File: config.mk
export PLATFORM = sky130hd
export DESIGN_NAME = gtg_cordic_stage
export DESIGN_NICKNAME = d
export VERILOG_FILES = /design/src/gtg_pkg.sv /design/src/gtg_cordic_stage.sv
export SDC_FILE = /design/constraint.sdc
export NUM_CORES = 1
export LEC_CHECK = 0
export ABC_AREA = 1
export BUFFER_PORTS_ARGS = -buffer_cell sky130_fd_sc_hd__buf_2
export CORE_ASPECT_RATIO = 0.9
export CORE_MARGIN = 2
export CORE_UTILIZATION = 46
export DETAILED_ROUTE_END_ITERATION = 7
export PLACE_DENSITY_LB_ADDON = 0.05
export SETUP_SLACK_MARGIN = 0.02
export SLEW_MARGIN = 10
export SYNTH_ARGS = -nofsm -noshare
export SYNTH_HDL_FRONTEND = slang
export SYNTH_SLANG_ARGS = --single-unit
File: constraint.sdc
create_clock -name vclk -period 13.7
set_input_delay 0 -clock vclk [all_inputs]
set_output_delay 0 -clock vclk [all_outputs]
set_load 0.05 [all_outputs]
File: src/gtg_pkg.sv
// Package for the go-to-goal proportional controller.
// Holds shared constants, the CORDIC angle table function and the CORDIC vector type.
// No dependencies.
`timescale 1ns / 1ps
package gtg_pkg;

	localparam int CORDIC_STAGES = 16;
	localparam int TABLE_LEN     = 24;
	localparam int NSTG          = (CORDIC_STAGES > TABLE_LEN) ? TABLE_LEN : CORDIC_STAGES;

	// Q3.13 angle constants
	localparam logic signed [17:0] ANG_PI      = 18'sd25736;
	localparam logic signed [17:0] ANG_HALF_PI = 18'sd12868;
	localparam logic signed [17:0] ANG_TWO_PI  = 18'sd51472;

	// CORDIC datapath widths: bearing operands are 33 bits, yaw operands up to 34
	localparam int CW = 36;
	localparam int AW = 18;

	// square root: 62-bit radicand, 31 result bits, one bit per stage
	localparam int SQW = 62;
	localparam int SQN = 31;

	// register indexes
	localparam logic [1:0] REG_TOL  = 2'd0;
	localparam logic [1:0] REG_LIN  = 2'd1;
	localparam logic [1:0] REG_ANG  = 2'd2;

	// rounded Q3.13 atan(2^-i)
	function automatic logic signed [AW-1:0] atan_lut(input int i);
		logic signed [AW-1:0] r;
		begin
			unique case (i)
				0: r = 18'sd6434;
				1: r = 18'sd3798;
				2: r = 18'sd2007;
				3: r = 18'sd1019;
				4: r = 18'sd511;
				5: r = 18'sd256;
				6: r = 18'sd128;
				7: r = 18'sd64;
				8: r = 18'sd32;
				9: r = 18'sd16;
				10: r = 18'sd8;
				11: r = 18'sd4;
				12: r = 18'sd2;
				13: r = 18'sd1;
				default: r = '0;
			endcase
			return r;
		end
	endfunction

	// one CORDIC vectoring element carried through the pipe
	typedef struct packed {
		logic signed [CW-1:0] x;
		logic signed [CW-1:0] y;
		logic signed [AW-1:0] z;
	} cvec_t;

endpackage

File: src/gtg_cordic_stage.sv
// One CORDIC vectoring rotation for both angle paths.
// Depends on gtg_pkg.
`timescale 1ns / 1ps
module gtg_cordic_stage (
	input  int                          idx,
	input  gtg_pkg::cvec_t              a_in,
	input  gtg_pkg::cvec_t              b_in,
	output gtg_pkg::cvec_t              a_out,
	output gtg_pkg::cvec_t              b_out
);
	import gtg_pkg::*;

	// vectoring step: drive y toward zero
	function automatic cvec_t rot(input cvec_t v, input int i);
		cvec_t r;
		logic signed [CW-1:0] xs, ys;
		begin
			xs = v.x >>> i;
			ys = v.y >>> i;
			if (v.y >= 0) begin
				r.x = v.x + ys;
				r.y = v.y - xs;
				r.z = v.z + atan_lut(i);
			end else begin
				r.x = v.x - ys;
				r.y = v.y + xs;
				r.z = v.z - atan_lut(i);
			end
			return r;
		end
	endfunction

	assign a_out = rot(a_in, idx);
	assign b_out = rot(b_in, idx);
endmodule

==> reports/qor.yml <==
global_route:
  grt.overflow.total: 0
  grt.total_usage_pct: 36.4
  grt_max_degree: 95
  antenna_found_initial: 5
  grt_pass1_wl_microns: 154000
  grt_pass1_vias: 27800
die:
  initial_core_util_pct: 46.3
  dieArea_sq_um: 52300
  rows: 78
  design.portCount: 392
  core_area_sq_um: 50200
  die_h_microns: 217
  die_x_microns: 241
route:
  drtPass1Iterations: 7
  vias: 32300
  drt_iter0_drc: 4352
  drc: 0
  wl_per_cell_microns: 18.4
  wl_microns: 100000
  ant_nets: 0
  viasPerCell: 5.92
power:
  ir_drop_mv: 0.161
  power_density_nw_per_um2: 81.1
  p_leak_nw: 13.3
timing:
  finalHoldViolCount: 0
  final.setup.tns_ns: 0
  max_slew.worst_pin.slew_ns: 1.11
  report.final.slew_viol_count: 0
  slew_headroom_pct: 25.7
  rsz0062_at_grt: "no"
  fmax_ghz: 0.132
  setup_viol: 0
  fin_crit_ns: 7.57
  period_share_pct: 55.3
synth:
  synth_top_area_cell: "nand3_1"
  syn_area_per_cell_sq_um: 5.04
  yosysWarnings: 0
  synth.area.top_cells: "nand3_1 25%, nand2_1 23%, ha_1 10%"
  synth_top_area_share_pct: 25.4
  syn_area_sq_um: 23200
  yosysUniqueCellTypes: 50
  synthCells: 4606
  synth_seq_area_share_pct: 0
  synth_nets: 5011
worst_setup_path:
  cp.required_ns: 13.70
  cpMostUsedCell: "nand2_1"
  crit_type: "in -> out"
  critPathArrivalTime_ns: 7.57
  crit_path_top_delay_cell: "nand2_2"
  cp_top_family: "simple AND/OR/NAND/NOR gates"
  critPathBufInv: 5
  cpPeakStageDelay_ns: 0.88
  worstPathMaxFanout: 67
  end_kind: "output port"
  start_kind: "input port"
cts:
  cts_resized: 0
  ctsHoldBuffers: 0
  post-cts-setup-buffers: 0
finish:
  n_clock_buffer: 0
  regArea_sq_um: 0
  nNetsFinal: 5185
  seq_cell_count: 0
  fillers: 5937
  area_delta_synth_final_pct: 8.41
  layout_common_cells: "1,424 x nand2_1, 1,179 x nand3_1, 388 x buf_2"
  layout-drive-gt1-share_pct: 9.73
  instances_no_fill: 5459
  layout_commonest_cell: "nand2_1"
placement:
  dp.cells: 5458
  routabilityCongestion: 0.994
  dpl.hpwl_microns: 81500
  io_buffers: 392
status:
  status: "complete, no violations"
job:
  drv_cap: 0
hold_path:
  hp-start: "b_in[0]"
  min_to: "b_out[0]"
  hold_path_class: "in -> out"
  holdPathStages: 3
synthesized netlist by cell type (12+ instances only):
cell type / number
ha_1: 187
inv_1: 316
xnor2_1: 77
a31oi_1: 24
nor4_1: 12
nor3_1: 30
a21oi_1: 227
o21ai_1: 44
nor2_1: 301
nand3b_1: 13
clkbuf_1: 101
o211ai_1: 16
buf_2: 43
xor2_1: 159
nand4_1: 39
nand2_1: 1424
buf_1: 81
o21ai_0: 177
nand3_1: 1179
cell families (layout without fill, tap and decap cells):
group | after synthesis | in the layout | share of synthesized area [%]
buf+inv | 576 | 748 | 10.0
fa+ha+maj | 193 | 193 | 10.6
simple gates | 3031 | 3031 | 56.9
compound gates | 570 | 570 | 13.6
xor+xnor | 236 | 236 | 8.91
other cells | 0 | 1 | 0
how the worst max path moves through the flow:
stage | startpoint | endpoint | slack [ns] | depth (start not counted)
6_report | idx[25] | a_out[80] | 6.13 | 40
2_1_floorplan | idx[1] | a_out[17] | 8.42 | 28
4_1_cts | idx[9] | a_out[80] | 6.24 | 40
5_1_grt | idx[22] | a_out[82] | 5.27 | 41
3_5_place_dp | idx[25] | a_out[80] | 6.25 | 40
3_3_place_gp | idx[10] | a_out[80] | 6.30 | 40
through the flow:
step / cell area (sq um) / hold slack (ns) / worst slack [ns] / power [mW] / util (%)
after global routing: 25200 / 0.463 / 5.27 / 2.20 / 50.1
after detailed placement: 25200 / 0.453 / 6.25 / 2.01 / 50.1
after floorplan: 23200 / 0.349 / 8.42 / 1.55 / -
after CTS: 25200 / 0.456 / 6.24 / 2.02 / 50.1
final: 25200 / 0.457 / 6.13 / 2.04 / 50.1
after global placement: 25200 / 0.455 / 6.30 / 2.01 / 50.1
layout make-up:
class	instances	area, sq um	share of cell area (%)
antenna	1	2.50	0.00995
multi-input combinational	4030	20900	83.1
tap	680	851	3.38
timing repair buffer	414	2140	8.50
inverter	334	1260	5.02
report_power, final:
part	internal [mW]	switching, mW
Sequential	0	0
Combinational	0.530	1.51
Clock	0.00000000977	0
Total	0.530	1.51
layer usage:
| layer | vias to the layer above | global-route usage, % | share of wire (%) |
|---|---|---|---|
| met3 | 142 | 5.01 | 11 |
| met4 | 8 | 6.50 | 2.2 |
| li1 | 15900 | - | - |
| met1 | 14600 | 55.8 | 47 |
| met5 | - | 0 | 0.054 |
| met2 | 1687 | 53.5 | 40 |
No activity file was read; power rests on OpenSTA's default activity.
